--- src/sv/rast_pkg.sv ---
// Package with shared constants and helper functions for the segment tree unit.
package rast_pkg;
    localparam int LEAF_COUNT = 1024;
    localparam int VALUE_WIDTH = 32;
    localparam int NODE_COUNT = 2 * LEAF_COUNT;
    localparam int LEAF_BITS = $clog2(LEAF_COUNT);
    localparam int ADDR_BITS = $clog2(NODE_COUNT);
    localparam int POS_WIDTH = 10;
    localparam int END_WIDTH = 11;
    localparam int DATA_WIDTH = 32;
    localparam int CFG_INDEX_WIDTH = 1;
    localparam int CFG_DATA_WIDTH = 2;

    localparam logic [1:0] OP_UPDATE = 2'd0;
    localparam logic [1:0] OP_QUERY  = 2'd1;
    localparam logic [1:0] OP_READ   = 2'd2;
    localparam logic [1:0] OP_FILL   = 2'd3;

    localparam logic [1:0] MODE_SUM = 2'd0;
    localparam logic [1:0] MODE_MIN = 2'd1;
    localparam logic [1:0] MODE_MAX = 2'd2;

    localparam logic [CFG_INDEX_WIDTH-1:0] REG_COMBINE = 1'd0;
    localparam logic [CFG_INDEX_WIDTH-1:0] REG_UPDATE  = 1'd1;

    typedef logic [VALUE_WIDTH-1:0] value_t;
    typedef logic [ADDR_BITS-1:0] addr_t;

    typedef struct packed {
        logic       we;
        addr_t      addr;
        value_t     wdata;
    } mem_req_t;

    function automatic value_t combine(input logic [1:0] mode, input value_t a,
                                       input value_t b);
        value_t res;
        case (mode)
            MODE_MIN: res = ($signed(b) < $signed(a)) ? b : a;
            MODE_MAX: res = ($signed(a) < $signed(b)) ? b : a;
            default:  res = a + b;
        endcase
        return res;
    endfunction

    function automatic value_t identity(input logic [1:0] mode);
        value_t res;
        case (mode)
            MODE_MIN: res = {1'b0, {(VALUE_WIDTH-1){1'b1}}};
            MODE_MAX: res = {1'b1, {(VALUE_WIDTH-1){1'b0}}};
            default:  res = '0;
        endcase
        return res;
    endfunction
endpackage

--- src/sv/rast_if.sv ---
// Valid/ready stream interfaces for requests and results.
interface rast_req_if;
    logic                          valid;
    logic                          ready;
    logic [1:0]                    op;
    logic [rast_pkg::POS_WIDTH-1:0] position;
    logic [rast_pkg::END_WIDTH-1:0] end_position;
    logic signed [rast_pkg::DATA_WIDTH-1:0] value;
    modport source (output valid, op, position, end_position, value, input ready);
    modport sink (input valid, op, position, end_position, value, output ready);
endinterface

interface rast_rsp_if;
    logic                                    valid;
    logic                                    ready;
    logic signed [rast_pkg::DATA_WIDTH-1:0] result;
    modport source (output valid, result, input ready);
    modport sink (input valid, result, output ready);
endinterface

--- src/sv/rast_ctrl.sv ---
// Sequencer that walks the tree for updates, queries, reads, fills and clearing.
module rast_ctrl (
    input  logic                 clk,
    input  logic                 rst_n,
    input  logic [1:0]           combine_mode,
    input  logic                 update_mode,
    rast_req_if.sink             req,
    rast_rsp_if.source           rsp,
    output rast_pkg::mem_req_t   mem_req,
    input  rast_pkg::value_t     mem_rdata
);
    localparam logic [3:0] S_CLEAR  = 4'd0;
    localparam logic [3:0] S_IDLE   = 4'd1;
    localparam logic [3:0] S_ULEAF  = 4'd2;  // leaf read issued
    localparam logic [3:0] S_UWRITE = 4'd3;  // write node, then read sibling
    localparam logic [3:0] S_USIB   = 4'd4;  // sibling read issued
    localparam logic [3:0] S_QSTEP  = 4'd5;
    localparam logic [3:0] S_QWAIT  = 4'd6;
    localparam logic [3:0] S_RWAIT  = 4'd7;
    localparam logic [3:0] S_FLEAF  = 4'd8;
    localparam logic [3:0] S_FRDA   = 4'd9;
    localparam logic [3:0] S_FRDB   = 4'd10;
    localparam logic [3:0] S_FWR    = 4'd11;
    localparam logic [3:0] S_OUT    = 4'd12;

    localparam int AB = rast_pkg::ADDR_BITS;

    logic [3:0]              state_reg, state_next;
    logic [AB:0]             node_reg, node_next;     // update node / left / fill index, one bit spare
    logic [AB:0]             rgt_reg, rgt_next;       // query right bound, one bit spare
    rast_pkg::value_t        accl_reg, accl_next;
    rast_pkg::value_t        accr_reg, accr_next;
    rast_pkg::value_t        val_reg, val_next;
    rast_pkg::value_t        hold_reg, hold_next;
    logic                    side_reg, side_next;     // read: position in range; S_FRDB: update sibling (1) or fill (0)
    logic                    lpend_reg, lpend_next;
    logic signed [rast_pkg::DATA_WIDTH-1:0] out_reg, out_next;

    rast_pkg::value_t        ext_val;
    rast_pkg::value_t        new_node;

    assign ext_val = rast_pkg::value_t'(req.value);
    assign req.ready = (state_reg == S_IDLE);
    assign rsp.valid = (state_reg == S_OUT);
    assign rsp.result = out_reg;

    always_comb
    begin
        state_next = state_reg;
        node_next  = node_reg;
        rgt_next   = rgt_reg;
        accl_next  = accl_reg;
        accr_next  = accr_reg;
        val_next   = val_reg;
        hold_next  = hold_reg;
        side_next  = side_reg;
        lpend_next = lpend_reg;
        out_next   = out_reg;
        mem_req    = '0;
        new_node   = '0;
        case (state_reg)
            S_CLEAR:
            begin
                mem_req.we   = 1'b1;
                mem_req.addr = rast_pkg::addr_t'(node_reg);
                node_next    = node_reg + 1'b1;
                if (node_reg == (AB+1)'(rast_pkg::NODE_COUNT - 1))
                begin
                    state_next = S_IDLE;
                end
            end
            S_IDLE:
            begin
                if (req.valid)
                begin
                    val_next = ext_val;
                    case (req.op)
                        rast_pkg::OP_UPDATE:
                        begin
                            if ({1'b0, req.position} < (rast_pkg::POS_WIDTH+1)'(
                                rast_pkg::LEAF_COUNT))
                            begin
                                node_next    = (AB+1)'(req.position)
                                             + (AB+1)'(rast_pkg::LEAF_COUNT);
                                mem_req.addr = rast_pkg::addr_t'(req.position)
                                             + rast_pkg::addr_t'(rast_pkg::LEAF_COUNT);
                                state_next   = S_ULEAF;
                            end
                        end
                        rast_pkg::OP_QUERY:
                        begin
                            accl_next = rast_pkg::identity(combine_mode);
                            accr_next = rast_pkg::identity(combine_mode);
                            node_next = (AB+1)'(req.position)
                                      + (AB+1)'(rast_pkg::LEAF_COUNT);
                            if (req.end_position > (rast_pkg::END_WIDTH)'(rast_pkg::LEAF_COUNT))
                            begin
                                rgt_next = (AB+1)'(2 * rast_pkg::LEAF_COUNT);
                            end
                            else
                            begin
                                rgt_next = (AB+1)'(req.end_position)
                                         + (AB+1)'(rast_pkg::LEAF_COUNT);
                            end
                            lpend_next = 1'b0;
                            state_next = S_QSTEP;
                        end
                        rast_pkg::OP_READ:
                        begin
                            mem_req.addr = rast_pkg::addr_t'(req.position)
                                         + rast_pkg::addr_t'(rast_pkg::LEAF_COUNT);
                            side_next    = ({1'b0, req.position} < (rast_pkg::POS_WIDTH+1)'(
                                           rast_pkg::LEAF_COUNT));
                            state_next   = S_RWAIT;
                        end
                        default:
                        begin
                            node_next  = (AB+1)'(rast_pkg::LEAF_COUNT);
                            state_next = S_FLEAF;
                        end
                    endcase
                end
            end
            S_ULEAF:
            begin
                // Leaf data is back; compute the new leaf.
                hold_next  = update_mode ? rast_pkg::combine(combine_mode, mem_rdata, val_reg)
                                         : val_reg;
                state_next = S_UWRITE;
            end
            S_UWRITE:
            begin
                mem_req.we    = 1'b1;
                mem_req.addr  = rast_pkg::addr_t'(node_reg);
                mem_req.wdata = hold_reg;
                if (node_reg == (AB+1)'(1))
                begin
                    state_next = S_IDLE;
                end
                else
                begin
                    state_next = S_USIB;
                end
            end
            S_USIB:
            begin
                // Issue the sibling read this cycle; combine next cycle.
                mem_req.addr = rast_pkg::addr_t'(node_reg) ^ rast_pkg::addr_t'(1);
                state_next   = S_FRDB;
                side_next    = 1'b1;
            end
            S_QSTEP:
            begin
                if (lpend_reg)
                begin
                    accl_next = rast_pkg::combine(combine_mode, accl_reg, mem_rdata);
                    lpend_next = 1'b0;
                end
                if (node_reg >= rgt_reg)
                begin
                    if (lpend_reg)
                    begin
                        out_next = $signed(rast_pkg::combine(combine_mode,
                            rast_pkg::combine(combine_mode, accl_reg, mem_rdata), accr_reg));
                    end
                    else
                    begin
                        out_next = $signed(rast_pkg::combine(combine_mode, accl_reg, accr_reg));
                    end
                    state_next = S_OUT;
                end
                else if (node_reg[0])
                begin
                    mem_req.addr = rast_pkg::addr_t'(node_reg);
                    lpend_next   = 1'b1;
                    node_next    = node_reg + 1'b1;
                    state_next   = S_QWAIT;
                end
                else if (rgt_reg[0])
                begin
                    mem_req.addr = rast_pkg::addr_t'(rgt_reg - 1'b1);
                    rgt_next     = rgt_reg - 1'b1;
                    state_next   = S_QWAIT;
                end
                else
                begin
                    node_next = node_reg >> 1;
                    rgt_next  = rgt_reg >> 1;
                end
            end
            S_QWAIT:
            begin
                if (lpend_reg)
                begin
                    accl_next  = rast_pkg::combine(combine_mode, accl_reg, mem_rdata);
                    lpend_next = 1'b0;
                    if (rgt_reg[0] && (node_reg < rgt_reg))
                    begin
                        mem_req.addr = rast_pkg::addr_t'(rgt_reg - 1'b1);
                        rgt_next     = rgt_reg - 1'b1;
                    end
                    else
                    begin
                        node_next  = node_reg >> 1;
                        rgt_next   = rgt_reg >> 1;
                        state_next = S_QSTEP;
                    end
                end
                else
                begin
                    accr_next  = rast_pkg::combine(combine_mode, mem_rdata, accr_reg);
                    node_next  = node_reg >> 1;
                    rgt_next   = rgt_reg >> 1;
                    state_next = S_QSTEP;
                end
            end
            S_RWAIT:
            begin
                out_next   = side_reg ? $signed(mem_rdata) : '0;
                state_next = S_OUT;
            end
            S_FLEAF:
            begin
                mem_req.we    = 1'b1;
                mem_req.addr  = rast_pkg::addr_t'(node_reg);
                mem_req.wdata = val_reg;
                node_next     = node_reg + 1'b1;
                if (node_reg == (AB+1)'(rast_pkg::NODE_COUNT - 1))
                begin
                    node_next  = (AB+1)'(rast_pkg::LEAF_COUNT - 1);
                    state_next = S_FRDA;
                end
            end
            S_FRDA:
            begin
                // Read left child of node_reg.
                mem_req.addr = rast_pkg::addr_t'(node_reg << 1);
                side_next    = 1'b0;
                state_next   = S_FRDB;
            end
            S_FRDB:
            begin
                if (side_reg)
                begin
                    // Update walk: sibling data is back, combine in order.
                    if (node_reg[0])
                    begin
                        hold_next = rast_pkg::combine(combine_mode, mem_rdata, hold_reg);
                    end
                    else
                    begin
                        hold_next = rast_pkg::combine(combine_mode, hold_reg, mem_rdata);
                    end
                    node_next  = node_reg >> 1;
                    state_next = S_UWRITE;
                end
                else
                begin
                    hold_next    = mem_rdata;
                    mem_req.addr = rast_pkg::addr_t'((node_reg << 1) | (AB+1)'(1));
                    state_next   = S_FWR;
                end
            end
            S_FWR:
            begin
                mem_req.we    = 1'b1;
                mem_req.addr  = rast_pkg::addr_t'(node_reg);
                mem_req.wdata = rast_pkg::combine(combine_mode, hold_reg, mem_rdata);
                node_next     = node_reg - 1'b1;
                if (node_reg == (AB+1)'(1))
                begin
                    state_next = S_IDLE;
                end
                else
                begin
                    state_next = S_FRDA;
                end
            end
            S_OUT:
            begin
                if (rsp.ready)
                begin
                    state_next = S_IDLE;
                end
            end
            default:
            begin
                state_next = S_IDLE;
            end
        endcase
        new_node = hold_next;
    end

    always_ff @(posedge clk or negedge rst_n)
    begin
        if (!rst_n)
        begin
            state_reg <= S_CLEAR;
            node_reg  <= '0;
            lpend_reg <= 1'b0;
            side_reg  <= 1'b0;
        end
        else
        begin
            state_reg <= state_next;
            node_reg  <= node_next;
            lpend_reg <= lpend_next;
            side_reg  <= side_next;
        end
    end

    always_ff @(posedge clk)
    begin
        rgt_reg  <= rgt_next;
        accl_reg <= accl_next;
        accr_reg <= accr_next;
        val_reg  <= val_next;
        hold_reg <= new_node;
        out_reg  <= out_next;
    end
endmodule

--- src/flat_wrapper.sv ---
// flat-port wrapper written by rule: the top's interface ports become plain ports
module rast_ctrl_flat 
  (clk, rst_n, combine_mode, update_mode, mem_req, mem_rdata, req_valid, req_op, req_position, req_end_position, req_value, req_ready, rsp_valid, rsp_result, rsp_ready);
  rast_req_if req_i ();
  rast_rsp_if rsp_i ();
  input  logic clk;
  input  logic rst_n;
  input  logic [1:0] combine_mode;
  input  logic update_mode;
  output rast_pkg::mem_req_t mem_req;
  input  rast_pkg::value_t mem_rdata;
  input wire logic [$bits(req_i.valid)-1:0] req_valid;
  input wire logic [$bits(req_i.op)-1:0] req_op;
  input wire logic [$bits(req_i.position)-1:0] req_position;
  input wire logic [$bits(req_i.end_position)-1:0] req_end_position;
  input wire logic [$bits(req_i.value)-1:0] req_value;
  output wire logic [$bits(req_i.ready)-1:0] req_ready;
  output wire logic [$bits(rsp_i.valid)-1:0] rsp_valid;
  output wire logic [$bits(rsp_i.result)-1:0] rsp_result;
  input wire logic [$bits(rsp_i.ready)-1:0] rsp_ready;
  assign req_i.valid = req_valid;
  assign req_i.op = req_op;
  assign req_i.position = req_position;
  assign req_i.end_position = req_end_position;
  assign req_i.value = req_value;
  assign req_ready = req_i.ready;
  assign rsp_valid = rsp_i.valid;
  assign rsp_result = rsp_i.result;
  assign rsp_i.ready = rsp_ready;
  rast_ctrl u_core (.clk(clk), .rst_n(rst_n), .combine_mode(combine_mode), .update_mode(update_mode), .req(req_i), .rsp(rsp_i), .mem_req(mem_req), .mem_rdata(mem_rdata));
endmodule
--- config.mk ---
export PLATFORM = sky130hd
export DESIGN_NAME = rast_ctrl_flat
export DESIGN_NICKNAME = d
export VERILOG_FILES = /design/src/sv/rast_pkg.sv /design/src/sv/rast_if.sv /design/src/sv/rast_ctrl.sv /design/src/flat_wrapper.sv
export SDC_FILE = /design/constraint.sdc
export NUM_CORES = 1
export LEC_CHECK = 0
export BUFFER_PORTS_ARGS = -buffer_cell sky130_fd_sc_hd__buf_2
export CAP_MARGIN = 30
export CELL_PAD_IN_SITES_DETAIL_PLACEMENT = 0
export CELL_PAD_IN_SITES_GLOBAL_PLACEMENT = 1
export CORE_MARGIN = 3
export CORE_UTILIZATION = 44
export CTS_BUF_LIST = sky130_fd_sc_hd__clkbuf_8
export DETAILED_ROUTE_END_ITERATION = 10
export PLACE_DENSITY = 0.76
export SLEW_MARGIN = 10
export SYNTH_ARGS = -nofsm -noshare
export SYNTH_HDL_FRONTEND = slang
export SYNTH_SLANG_ARGS = --single-unit
--- constraint.sdc ---
create_clock -name clk -period 6.8 [get_ports clk]
set_clock_uncertainty 0.2 [all_clocks]
set_input_delay 0.68 -clock clk [delete_from_list [all_inputs] [get_ports clk]]
set_output_delay 0.68 -clock clk [all_outputs]
set_load 0.02 [all_outputs]
==> results.toml <==
[setup_path]
critical_path_arrival_ns = 6.98
max_stage_delay_ns = 0.56
critPathTopFamily = "compound AO/OA/AOI/OAI gates"
endpoint_kind = "flip-flop"
worst-path-buf-inv = 8
critPathKind = "flip-flop to flip-flop"
cp_max_fo = 6
reg2reg_depth = 29
crit_path_frequent_cell = "buf_4"
critPathRequiredTime_ns = 6.99
ff2ff_setup_slack_ns = 0.006
start_kind = "flip-flop"
rr_endpoint = "u_core.rsp.result[25]"
r2r-start = "u_core.accl_reg[10]"
critPathSlowestCell = "or4_4"

[power_and_ir_drop]
clock_power_share_pct = 9.3
pwr-share-comb_pct = 70.2
powerDensity_nw_per_um2 = 252.7
p_sw_mw = 4.838
seqPwrFrac_pct = 20.6
p_leak_nw = 15.78
intPower_mw = 4.336
swShare_pct = 52.73
ir_worst_vdd_v = 0.0001668

[synthesis]
synth_top_family_by_area = "compound AO/OA/AOI/OAI gates"
synth_edf_count = 172
synth_compound_area_share_pct = 30.94
synth-seq-cells = 190
synth-xor-area-share_pct = 4.676
synthTopCellsByArea = "edfxtp_1, ha_1, a21oi_1, o21ai_0, mux2i_1"
synthCells = 3972
synth_top_cells_by_count = "ha_1, a21oi_1, o21ai_0"
synth_warnings = 0
synth_simple_gate_area_share_pct = 16.12
synth_flop_cell = "edfxtp_1"
syn_area_sq_um = 30530
syn_area_per_cell_sq_um = 7.686
muxShareOfSynthArea_pct = 5.881
synth_most_common_cell = "ha_1"
yosys.area.top_type_share_pct = 16.92
synth_top_cell_by_area = "edfxtp_1"
yosys.area_share.adder_pct = 16.91
seq_area_frac_synth_pct = 18.39
synth.distinct_cells = 100
async_reset_ff_share_pct = 9.474
syn-num-nets = 4475

[sta]
setup_viol = 0
hold_violations = 0
finalCritPeriodShare_pct = 99.92
tightest_slew_ns = 1.059
period_minus_slack_ns = 6.794
maxSlewViolCount = 0
holdWs_ns = 0.1766
rsz0062_at_grt = "yes"
max_freq_mhz = 147.2
final.setup.tns_ns = 0
slew_headroom_pct = 29.16

[placement]
numPlacedInstances = 5238
dpl-instance-area_sq_um = 34860
io_buffers = 171
place_hpwl_um = 103600
place_congestion = 0.9830

[cts]
clkTransAtPathRegs_ns = 0.13
clk_latency_ns = 0.62
clkSinkCount = 190
clockRootBuffer = "clkbuf_8"
cts_tree = "done"
numCtsBuffers = 17
htreeDepth = 4
clk_path_buf_depth = 2

[hold_path]
whs_path_depth = 3
hp-start = "req_end_position[2]"
min_to = "u_core.rgt_reg[2]"
holdCritPathClass = "input pin to flip-flop"

[route]
drcViolationCount = 0
drt-pass1-iter-count = 7
num_vias = 33980
via_per_inst = 6.369
totalWireLength_um = 134900
ant_nets = 0
post_drt_wl_per_cell_um = 25.28
drt_iter0_drc = 4677

[layout]
layout.nets = 4903
stdcell_area_sq_um = 36310
area_delta_synth_final_pct = 18.93
utilization_pct = 53.40
stdcell_count = 5336
drive_gt1_share_pct = 18.11

[die]
start_util_pct = 44.90
rows = 95
dieWidth_um = 269.4
die_y_um = 269.4
dieArea_sq_um = 72580
io_pins = 172
core_sq_um = 67990

[grt]
grt_usage_pct = 35.30
grt_pass1_vias = 31280
gr-total-overflow = 0
antenna_found_initial = 1
grt_max_degree = 75
grt_pass1_wl_um = 198000

[run]
max_cap_viol_count = 0

[outcome]
status = "finished, final reports clean"
==> cell families after synthesis <==
kind of cell | Yosys count
adders and majority gates | 409
buffers and inverters | 552
and+or+nand+nor | 1049
DFF | 190
AOI/OAI and AO/OA | 1435
xor gates and xnor gates | 163
muxes | 174
==> metal layers <==
| metal | GRT usage, % | part of all wire [%] | vias to the layer above |
|---|---|---|---|
| met1 | 51.23 | 43 | 16000 |
| met2 | 51.64 | 42 | 2087 |
| met5 | 0 | 0 | - |
| met3 | 6.730 | 11 | 236 |
| met4 | 12.97 | 3.7 | 0 |
| li1 | - | - | 15660 |
==> worst max-delay path by stage <==
stage	slack (ns)	cells after the start	startpoint	to
3_5_place_dp	-0.62	25	mem_rdata[10]	u_core.rsp.result[30]
4_1_cts	-0.01	28	u_core.accl_reg[10]	u_core.rsp.result[28]
2_1_floorplan	0.08	27	mem_rdata[9]	u_core.rsp.result[6]
6_report	0.006	29	u_core.accl_reg[10]	u_core.rsp.result[25]
5_1_grt	-0.13	27	u_core.accl_reg[10]	u_core.rsp.result[2]
3_3_place_gp	-0.44	27	mem_rdata[9]	u_core.rsp.result[30]
==> tightest hold or removal path, delay by kind of cell <==
kind                   cells  cell delay [ns]
AOI/OAI and AO/OA          2             0.11
buffers and inverters      1             0.10
==> layout by cell type (no fill, tap or decap), types with 24 or more instances in the layout <==
cell	count
xnor2_1	130
o22ai_1	53
edfxtp_1	172
o221ai_1	49
a22oi_1	45
o211ai_1	48
nor2_1	324
nor3_1	92
a21oi_1	366
o21ai_0	348
a221oi_1	67
a21o_1	44
inv_1	305
nand2_1	281
a211oi_1	43
a221o_1	36
nand2b_1	43
buf_2	171
a31oi_1	28
mux2_2	41
xor2_1	33
nor4_1	29
buf_4	419
mux2i_1	129
nand3_1	71
nand4_1	35
or3_1	25
nor2b_1	45
ha_1	393
o21a_1	24
o31ai_1	25
o21bai_1	42
dlygate4sd3_1	33
==> final cells by class <==
class	count	area (sq um)
Antenna cell	2	5.005
Clock buffer	17	234.0
Clock inverter	15	122.6
Fill cell	6682	31680
Inverter	316	1189
Multi-Input combinational cell	3232	23310
Sequential cell	190	5617
Tap cell	921	1152
Timing Repair Buffer	643	4678
==> power by group through the flow <==
| stage | registers (mW) | clock network (mW) | logic (mW) |
|---|---|---|---|
| global placement | 1.89 | 0 | 6.01 |
| CTS | 1.86 | 0.866 | 6.11 |
| finish | 1.89 | 0.849 | 6.44 |
| global route | 1.91 | 0.893 | 6.92 |
| floorplan | 1.75 | 0 | 4.04 |
| detailed placement | 1.89 | 0 | 6.04 |
==> timing repair <==
action                                 in CTS  in global routing
gates resized for setup                    14                 85
endpoints found under the hold margin      50                  0
setup buffers                               4                 23
hold buffers                               33                  0
pin swaps                                   4                 21
setup endpoints to repair                  23                 32
cloned                                      1                  2
==> metrics by stage <==
stage | power, mW | setup slack [ns]
global placement | 7.905 | -0.4438
global route | 9.715 | -0.1295
floorplan | 5.796 | 0.08019
CTS | 8.838 | -0.01405
finish | 9.175 | 0.005629
detailed placement | 7.929 | -0.6234
Power figures use the tool's default switching activity.
